File: src/hw/rtl/mlfa_pkg.sv
// ----------------------------------------------------------------------------
// mlfa_pkg
// Shared constants, types and helper functions for the frame acker.
// ----------------------------------------------------------------------------
package mlfa_pkg;

    localparam int DEF_BUF_DEPTH = 256;   // frame buffer depth in bytes
    localparam int QUEUE_DEPTH   = 4;     // pending acknowledgements
    localparam int MAGIC_LEN     = 4;
    localparam int HDR_LEN       = 6;
    localparam int ACK_LEN       = 8;
    localparam int LEN_W         = 16;
    localparam int ACK_IDX_W     = $clog2(ACK_LEN);

    localparam logic [7:0] MAGIC_0   = 8'h45;
    localparam logic [7:0] MAGIC_1   = 8'hFF;
    localparam logic [7:0] MAGIC_2   = 8'h7E;
    localparam logic [7:0] MAGIC_3   = 8'hF0;
    localparam logic [7:0] ACK_B4    = 8'h02;
    localparam logic [7:0] ACK_B5    = 8'h00;
    localparam logic [7:0] ACK_B6    = 8'h5A;
    localparam logic [7:0] REPLY_RST = 8'h01;

    // One pending acknowledgement: its reply counter value.
    typedef struct packed {
        logic       vld;
        logic [7:0] counter;
    } ack_evt_t;

    // Queue status toward front and back.
    typedef struct packed {
        logic full;
        logic empty;
    } q_stat_t;

    function automatic logic [7:0] magic_byte(input logic [1:0] idx);
        logic [7:0] b;
        unique case (idx)
            2'd0:    b = MAGIC_0;
            2'd1:    b = MAGIC_1;
            2'd2:    b = MAGIC_2;
            default: b = MAGIC_3;
        endcase
        return b;
    endfunction

    function automatic logic [7:0] ack_byte(input logic [ACK_IDX_W-1:0] idx,
                                            input logic [7:0]           cntr);
        logic [7:0] b;
        unique case (idx)
            3'd0:    b = MAGIC_0;
            3'd1:    b = MAGIC_1;
            3'd2:    b = MAGIC_2;
            3'd3:    b = MAGIC_3;
            3'd4:    b = ACK_B4;
            3'd5:    b = ACK_B5;
            3'd6:    b = ACK_B6;
            default: b = cntr;
        endcase
        return b;
    endfunction

endpackage

File: src/hw/rtl/mlfa_front.sv
// ----------------------------------------------------------------------------
// mlfa_front
// Frame parser: tracks byte position, checks magic, assembles the length
// and posts one acknowledgement event per complete frame with matching magic.
// ----------------------------------------------------------------------------
module mlfa_front #(
    parameter int BUF_DEPTH = mlfa_pkg::DEF_BUF_DEPTH
) (
    input  logic               clk,
    input  logic               rst_n,
    input  logic               s_tvalid,
    output logic               s_tready,
    input  logic [7:0]         s_tdata,
    input  mlfa_pkg::q_stat_t  q_stat,
    output mlfa_pkg::ack_evt_t evt
);

    localparam int CW   = $clog2(BUF_DEPTH + 1);
    localparam int SUMW = mlfa_pkg::LEN_W + 1;

    logic [CW-1:0]                 cnt_reg, cnt_next;
    logic                          mism_reg, mism_next;
    logic [mlfa_pkg::LEN_W-1:0]    len_reg, len_next;
    logic [7:0]                    reply_reg, reply_next;
    logic [CW-1:0]                 pos, cnt1;
    logic                          accept, done;

    assign s_tready = !q_stat.full;
    assign accept   = s_tvalid && s_tready;

    always_comb
    begin
        // buffer full: this byte starts a new frame
        pos = (cnt_reg >= CW'(BUF_DEPTH)) ? '0 : cnt_reg;
        mism_next = (pos == '0) ? 1'b0 : mism_reg;
        len_next  = len_reg;
        if (pos < CW'(mlfa_pkg::MAGIC_LEN))
        begin
            if (s_tdata != mlfa_pkg::magic_byte(pos[1:0]))
                mism_next = 1'b1;
        end
        else if (pos == CW'(mlfa_pkg::MAGIC_LEN))
            len_next[7:0] = s_tdata;
        else if (pos == CW'(mlfa_pkg::MAGIC_LEN + 1))
            len_next[15:8] = s_tdata;
        cnt1 = pos + CW'(1);

        done       = 1'b0;
        cnt_next   = cnt1;
        reply_next = reply_reg;
        if (cnt1 >= CW'(mlfa_pkg::HDR_LEN))
        begin
            if (mism_next)
                cnt_next = '0;
            else if (SUMW'(cnt1) >= SUMW'(mlfa_pkg::HDR_LEN) + SUMW'(len_next))
            begin
                done       = 1'b1;
                cnt_next   = '0;
                reply_next = reply_reg + 8'd1;
            end
        end
    end

    always_ff @(posedge clk or negedge rst_n)
    begin
        if (!rst_n)
        begin
            cnt_reg   <= '0;
            mism_reg  <= 1'b0;
            len_reg   <= '0;
            reply_reg <= mlfa_pkg::REPLY_RST;
        end
        else if (accept)
        begin
            cnt_reg   <= cnt_next;
            mism_reg  <= mism_next;
            len_reg   <= len_next;
            reply_reg <= reply_next;
        end
    end

    assign evt.vld     = accept && done;
    assign evt.counter = reply_reg;

endmodule

File: src/hw/rtl/mlfa_queue.sv
// ----------------------------------------------------------------------------
// mlfa_queue
// Small FIFO of pending acknowledgement counter values.
// ----------------------------------------------------------------------------
module mlfa_queue #(
    parameter int DEPTH = mlfa_pkg::QUEUE_DEPTH
) (
    input  logic               clk,
    input  logic               rst_n,
    input  mlfa_pkg::ack_evt_t push,
    input  logic               pop,
    output logic [7:0]         head,
    output mlfa_pkg::q_stat_t  stat
);

    localparam int AW = (DEPTH > 1) ? $clog2(DEPTH) : 1;
    localparam int NW = $clog2(DEPTH + 1);

    logic [7:0]    mem [DEPTH];
    logic [AW-1:0] wr_reg, wr_next, rd_reg, rd_next;
    logic [NW-1:0] num_reg, num_next;
    logic          do_push, do_pop;

    assign stat.full  = (num_reg == NW'(DEPTH));
    assign stat.empty = (num_reg == '0);
    assign do_push    = push.vld && !stat.full;
    assign do_pop     = pop && !stat.empty;
    assign head       = mem[rd_reg];

    always_comb
    begin
        wr_next  = (wr_reg == AW'(DEPTH - 1)) ? '0 : wr_reg + AW'(1);
        rd_next  = (rd_reg == AW'(DEPTH - 1)) ? '0 : rd_reg + AW'(1);
        num_next = num_reg;
        if (do_push && !do_pop)
            num_next = num_reg + NW'(1);
        else if (do_pop && !do_push)
            num_next = num_reg - NW'(1);
    end

    always_ff @(posedge clk)
    begin
        if (do_push)
            mem[wr_reg] <= push.counter;
    end

    always_ff @(posedge clk or negedge rst_n)
    begin
        if (!rst_n)
        begin
            wr_reg  <= '0;
            rd_reg  <= '0;
            num_reg <= '0;
        end
        else
        begin
            if (do_push)
                wr_reg <= wr_next;
            if (do_pop)
                rd_reg <= rd_next;
            num_reg <= num_next;
        end
    end

endmodule

File: src/hw/rtl/mlfa_back.sv
// ----------------------------------------------------------------------------
// mlfa_back
// Reply serializer: pops one event and sends the 8-byte acknowledgement.
// ----------------------------------------------------------------------------
module mlfa_back (
    input  logic              clk,
    input  logic              rst_n,
    input  mlfa_pkg::q_stat_t q_stat,
    input  logic [7:0]        head,
    output logic              pop,
    output logic              m_tvalid,
    input  logic              m_tready,
    output logic [7:0]        m_tdata,
    output logic              m_tlast
);

    localparam int IW = mlfa_pkg::ACK_IDX_W;

    logic          busy_reg;
    logic [IW-1:0] idx_reg;
    logic [7:0]    val_reg;
    logic          last, sent;

    assign last     = (idx_reg == IW'(mlfa_pkg::ACK_LEN - 1));
    assign sent     = busy_reg && m_tready;
    // load a new reply when idle or when the last byte leaves
    assign pop      = !q_stat.empty && (!busy_reg || (sent && last));
    assign m_tvalid = busy_reg;
    assign m_tdata  = mlfa_pkg::ack_byte(idx_reg, val_reg);
    assign m_tlast  = last;

    always_ff @(posedge clk or negedge rst_n)
    begin
        if (!rst_n)
        begin
            busy_reg <= 1'b0;
            idx_reg  <= '0;
        end
        else if (pop)
        begin
            busy_reg <= 1'b1;
            idx_reg  <= '0;
        end
        else if (sent)
        begin
            if (last)
                busy_reg <= 1'b0;
            idx_reg <= idx_reg + IW'(1);
        end
    end

    always_ff @(posedge clk)
    begin
        if (pop)
            val_reg <= head;
    end

endmodule

File: src/hw/rtl/magic_length_frame_acker_core.sv
// ----------------------------------------------------------------------------
// magic_length_frame_acker_core
// Finds magic/length framed commands in a byte stream and acknowledges them.
// ----------------------------------------------------------------------------
// Usage:
//   s_* channel carries received bytes, one item per byte. A frame is
//   45 FF 7E F0, a 16-bit little-endian length, then the payload.
//   m_* channel carries acknowledgements: 8 items each,
//   45 FF 7E F0 02 00 5A C, tlast on the final item; C is a reply counter
//   starting at 1 and wrapping mod 256.
//   Throughput: one input item per cycle. The parser takes a byte every
//   cycle as long as the acknowledgement queue (QUEUE_DEPTH entries) has
//   room; the serializer sends one reply byte per cycle while m_tready is
//   high, bursts back to back. The frame's last byte queues its event; the
//   back end loads it when free and then shows the first reply byte.
//   Stall: a stalled receiver holds the current reply byte; parsing goes on
//   until the queue fills, then s_tready drops.
//   Reset: count, length and mismatch flag clear, reply counter becomes 1,
//   queue empties; no reply is pending.
// ----------------------------------------------------------------------------
module magic_length_frame_acker_core #(
    parameter int BUF_DEPTH   = mlfa_pkg::DEF_BUF_DEPTH,
    parameter int QUEUE_DEPTH = mlfa_pkg::QUEUE_DEPTH
) (
    input  logic       clk,
    input  logic       rst_n,
    input  logic       s_tvalid,
    output logic       s_tready,
    input  logic [7:0] s_tdata,   // [7:0] rx_byte
    output logic       m_tvalid,
    input  logic       m_tready,
    output logic [7:0] m_tdata,   // [7:0] tx_byte
    output logic       m_tlast    // tx_last
);

    mlfa_pkg::ack_evt_t evt;
    mlfa_pkg::q_stat_t  q_stat;
    logic [7:0]         head;
    logic               pop;

    // front end: parse and classify each byte
    mlfa_front #(
        .BUF_DEPTH (BUF_DEPTH)
    ) u_front (
        .clk      (clk),
        .rst_n    (rst_n),
        .s_tvalid (s_tvalid),
        .s_tready (s_tready),
        .s_tdata  (s_tdata),
        .q_stat   (q_stat),
        .evt      (evt)
    );

    // pending replies
    mlfa_queue #(
        .DEPTH (QUEUE_DEPTH)
    ) u_queue (
        .clk   (clk),
        .rst_n (rst_n),
        .push  (evt),
        .pop   (pop),
        .head  (head),
        .stat  (q_stat)
    );

    // back end: serialize replies
    mlfa_back u_back (
        .clk      (clk),
        .rst_n    (rst_n),
        .q_stat   (q_stat),
        .head     (head),
        .pop      (pop),
        .m_tvalid (m_tvalid),
        .m_tready (m_tready),
        .m_tdata  (m_tdata),
        .m_tlast  (m_tlast)
    );

endmodule
File: config.mk
export PLATFORM = sky130hd
export DESIGN_NAME = magic_length_frame_acker_core
export DESIGN_NICKNAME = d
export VERILOG_FILES = /design/src/hw/rtl/mlfa_pkg.sv /design/src/hw/rtl/mlfa_front.sv /design/src/hw/rtl/mlfa_queue.sv /design/src/hw/rtl/mlfa_back.sv /design/src/hw/rtl/magic_length_frame_acker_core.sv
export SDC_FILE = /design/constraint.sdc
export NUM_CORES = 1
export LEC_CHECK = 0
export ABC_AREA = 1
export ABC_CLOCK_PERIOD_IN_PS = 12900
export BUFFER_PORTS_ARGS = -buffer_cell sky130_fd_sc_hd__buf_2
export CAP_MARGIN = 20
export CELL_PAD_IN_SITES_DETAIL_PLACEMENT = 0
export CELL_PAD_IN_SITES_GLOBAL_PLACEMENT = 2
export CORE_MARGIN = 2
export CORE_UTILIZATION = 35
export DETAILED_ROUTE_END_ITERATION = 6
export HOLD_SLACK_MARGIN = 0.05
export PLACE_DENSITY_LB_ADDON = 0.1
export SLEW_MARGIN = 25
export SYNTH_ARGS = -nofsm -noshare
export SYNTH_HDL_FRONTEND = slang
export SYNTH_SLANG_ARGS = --single-unit
File: constraint.sdc
create_clock -name clk -period 12.9 [get_ports clk]
set_input_delay 0.645 -clock clk [delete_from_list [all_inputs] [get_ports clk]]
set_output_delay 0.645 -clock clk [all_outputs]
set_load 0.02 [all_outputs]
==> summary.md <==
| Metric | Value |
|---|---|
| Minimum hold slack | between 0.4 and 0.5 ns |
| CTS Root Cell | clkbuf_16 |
| Die W | 122.5 um |
| Critical Path RT | between 10 and 15 ns |
| DP Area | between 5000 and 6000 um^2 |
| Crit path top cell by count | inv_1 |
| Setup total negative slack | 0 ns |
| CTS-repair resized insts | 0 |
| Port Buf Inserts | 22 |
| Layout cell share with drive strength beyond 1 | 13.73% |
| Slew Limit Fails | 0 |
| Drc violations | 0 |
| Die span in y | between 100 and 150 um |
| Routed Wire Length | 11.46 mm |
| Worst slew pin tran | approximately 0.63 ns |
| EDFF count, synth | 40 |
| Vias in the first global route | between 3000 and 4000 |
| CP Capture Type | flip-flop |
| Antenna violation net count after detailed routing | 0 |
| Layout area overhead | 11.79% |
| Placer Congestion | around 0.8 |
| Largest net degree at the start of global routing | between 40 and 50 |
| Yosys cell types | 37 |
| Synth Flop Type | dfrtp_1 |
| Peak supply drop | between 0.05 and 0.06 mV |
| First-pass GRT wire length | 18.60 mm |
| Seq/Total Area, Yosys | a little under half |
| Hold Path Class | input pin to asynchronous set/reset pin |
| WP data arrival | a little over 5 ns |
| Top cell type's share of synthesized area | roughly a quarter |
| Total number of vias | 3737 |
| R2r setup slk | 8.07 ns |
| Reg-to-reg endpoint | u_queue.num_reg[2]$_DFFE_PN0P_ |
| RSZ-0062 raised after global routing | no |
| Worst path slowest cell | dfrtp_1 |
| Post-synthesis cell area | 4913 um^2 |
| Max reg flops | 32 |
| Syn_nets | 623 |
| Postcts setup bufs | 0 |
| Largest area contributor in the netlist | edfxtp_1 |
| Sink Count | 85 |
| Num CTS Buffers | 9 |
| Clk slew on worst S/H paths | roughly 0.080 ns |
| WS Path Type | flip-flop to flip-flop |
| Syn Inst Count | around 580 |
| Outcome | finished clean |
| Worst R2R Start | u_front.cnt_reg[8]$_DFFE_PN0P_ |
| WL/cell | 14.47 um |
| Critical path startpoint category | flip-flop |
| Post-route cell area | between 5000 and 6000 um^2 |
| Pre-antenna DRT Iters | 5 |
| IO Count | 23 |
| MaxCap Viol Count | 0 |
| TritonCTS clock tree | yes |
| Initial antenna violation count | 0 |
| FP Rows | 43 |
| Final worst path period need | approximately 4.8 ns |
| Die area | about 15000 um^2 |
| Count of non-filler cells in the finished layout | slightly below 800 |
| Clock Latency Late Sink | ~0.35 ns |
| Cts-stage hold buffer count | 0 |
| Pre-CTS WS | 8.080 ns |
| Antenna cells | 0 |
| Final worst path period share | 37.48% |
| Critical Path Fanout Max | 17 |
| Synthesized area per cell | 8.428 um^2 |
| Initial Util | 35.67% |
| Post-layout nets | approximately 650 |
| H-Tree Depth | 3 |
| Vias per cell | roughly 4.7 |
| Worst R2R Path Depth | 31 |
| Core ar. | between 10000 and 15000 um^2 |
| Final Setup Violations | 0 |
| CTS Buffer Depth | 2 |
| Slew Limit Headroom | approximately 58% |
| Initial DRC count | 183 |
| GRT Total Usage | between 15 and 20% |
| Maximum clock frequency | about 0.21 GHz |
| GRT overflow | 0 |
| Final hold viol count | 0 |
| Post-Route Skew | between 0.01 and 0.015 ns |
| Placed wire-length estimate | around 8.5 mm |
| Synth async-reset ratio | 52.94% |
| PD cells | between 200 and 250 nW/um^2 |
| Synthesis warning total | 0 |
| Area contributors post-synth | edfxtp_1 24%, dfrtp_1 22%, nand2_1 12% |
| P_leak | approximately 2.6 nW |
| Setup slack of the critical path after layout | a little over 8 ns |
| DP Cell Count | between 700 and 800 |
| Synth Register Bits | 85 |
| Slowest stage delay, CP | roughly 0.39 ns |
==> cell usage in the layout, fill, tap and decap left out, types with 6 or more instances in the layout <==
master       n
nand2_1    162
inv_1       71
nor2_1      49
dfrtp_1     44
o21ai_0     42
edfxtp_1    40
nand3_1     35
ha_1        27
buf_2       22
nand2_2     17
a21oi_1     16
o22ai_1      9
clkbuf_16    9
nor2_2       8
nand4_1      6
xor2_1       6
xnor2_1      6
==> through the flow <==
step,utilization (%),power (mW)
floorplan,-,0.8026
global placement,37.75,0.9585
global route,39.88,1.316
finish,39.88,1.207
detailed placement,37.75,0.9619
CTS,39.88,1.224
==> where the power goes <==
part	switching [mW]	leakage, nW	total (mW)	internal [mW]
clock	0.122	0.137	0.257	0.135
combinational	0.375	1.51	0.557	0.182
sequential	0.0477	0.975	0.393	0.345
total	0.545	2.62	1.21	0.662
==> synth_stat cells (2+ instances only) <==
master	n
nand3_2	2
nor2_2	8
o21ai_1	5
clkbuf_1	7
nand3_1	35
a21oi_1	16
inv_1	71
buf_6	3
nand2_1	162
xor2_1	6
o21ai_0	42
xnor2_1	6
inv_2	4
edfxtp_1	40
nand2_2	17
nand4_1	6
o22ai_1	9
nor2_1	49
ha_1	27
nor2_8	2
o21ai_2	3
nand2_4	4
dfrtp_1	44
nor3_1	2
==> routing by layer <==
layer	routed length [um]	global-route usage, %	vias up	share of wire [%]
met5	0	0	-	0
met4	152	5.532	0	1.3
met3	413	2.602	11	3.6
met2	4788	24.13	67	42
met1	6106	24.46	1724	53
li1	-	-	1935	-
==> worst max-delay path, delay by kind of cell, from the launching register on <==
kind / cells / cell delay (ns)
adder cells (fa/ha/maj): 5 / 1.27
AO/OA/AOI/OAI: 2 / 0.25
buffers and inverters: 7 / 0.66
flip-flops: 1 / 0.39
XOR/XNOR: 2 / 0.30
AND/OR/NAND/NOR: 15 / 1.83
==> logic make-up (layout without fill, tap and decap cells) <==
group	Yosys count	count (layout)	share of synthesized area, %
and+or+nand+nor	291	291	26.92
adders and majority gates	28	28	7.283
muxes	1	1	0.2037
buffers and inverters	86	115	7.054
DFF	85	85	47.39
xor gates and xnor gates	12	12	2.139
AOI/OAI and AO/OA	80	80	9.015
==> how the worst max path moves through the flow <==
stage	startpoint	endpoint	slack (ns)	cells after the start
CTS	u_front.cnt_reg[8]$_DFFE_PN0P_	u_queue.num_reg[2]$_DFFE_PN0P_	8.04	31
global placement	u_front.cnt_reg[8]$_DFFE_PN0P_	u_queue.num_reg[2]$_DFFE_PN0P_	8.20	31
global route	u_front.cnt_reg[8]$_DFFE_PN0P_	u_queue.num_reg[2]$_DFFE_PN0P_	7.58	28
floorplan	u_front.cnt_reg[8]$_DFFE_PN0P_	u_queue.num_reg[2]$_DFFE_PN0P_	8.62	33
finish	u_front.cnt_reg[8]$_DFFE_PN0P_	u_queue.num_reg[2]$_DFFE_PN0P_	8.07	31
detailed placement	u_front.cnt_reg[8]$_DFFE_PN0P_	u_queue.num_reg[2]$_DFFE_PN0P_	8.08	31
==> area by class of cell <==
class,instances,area [um^2]
Fill cell,1426,8280
Inverter,75,281.5
Multi-Input combinational cell,412,2238
Tap cell,180,225.2
Sequential cell,85,2328
Clock inverter,7,68.82
Clock buffer,9,225.2
Timing Repair Buffer,24,125.1
Power figures use the tool's default switching activity.
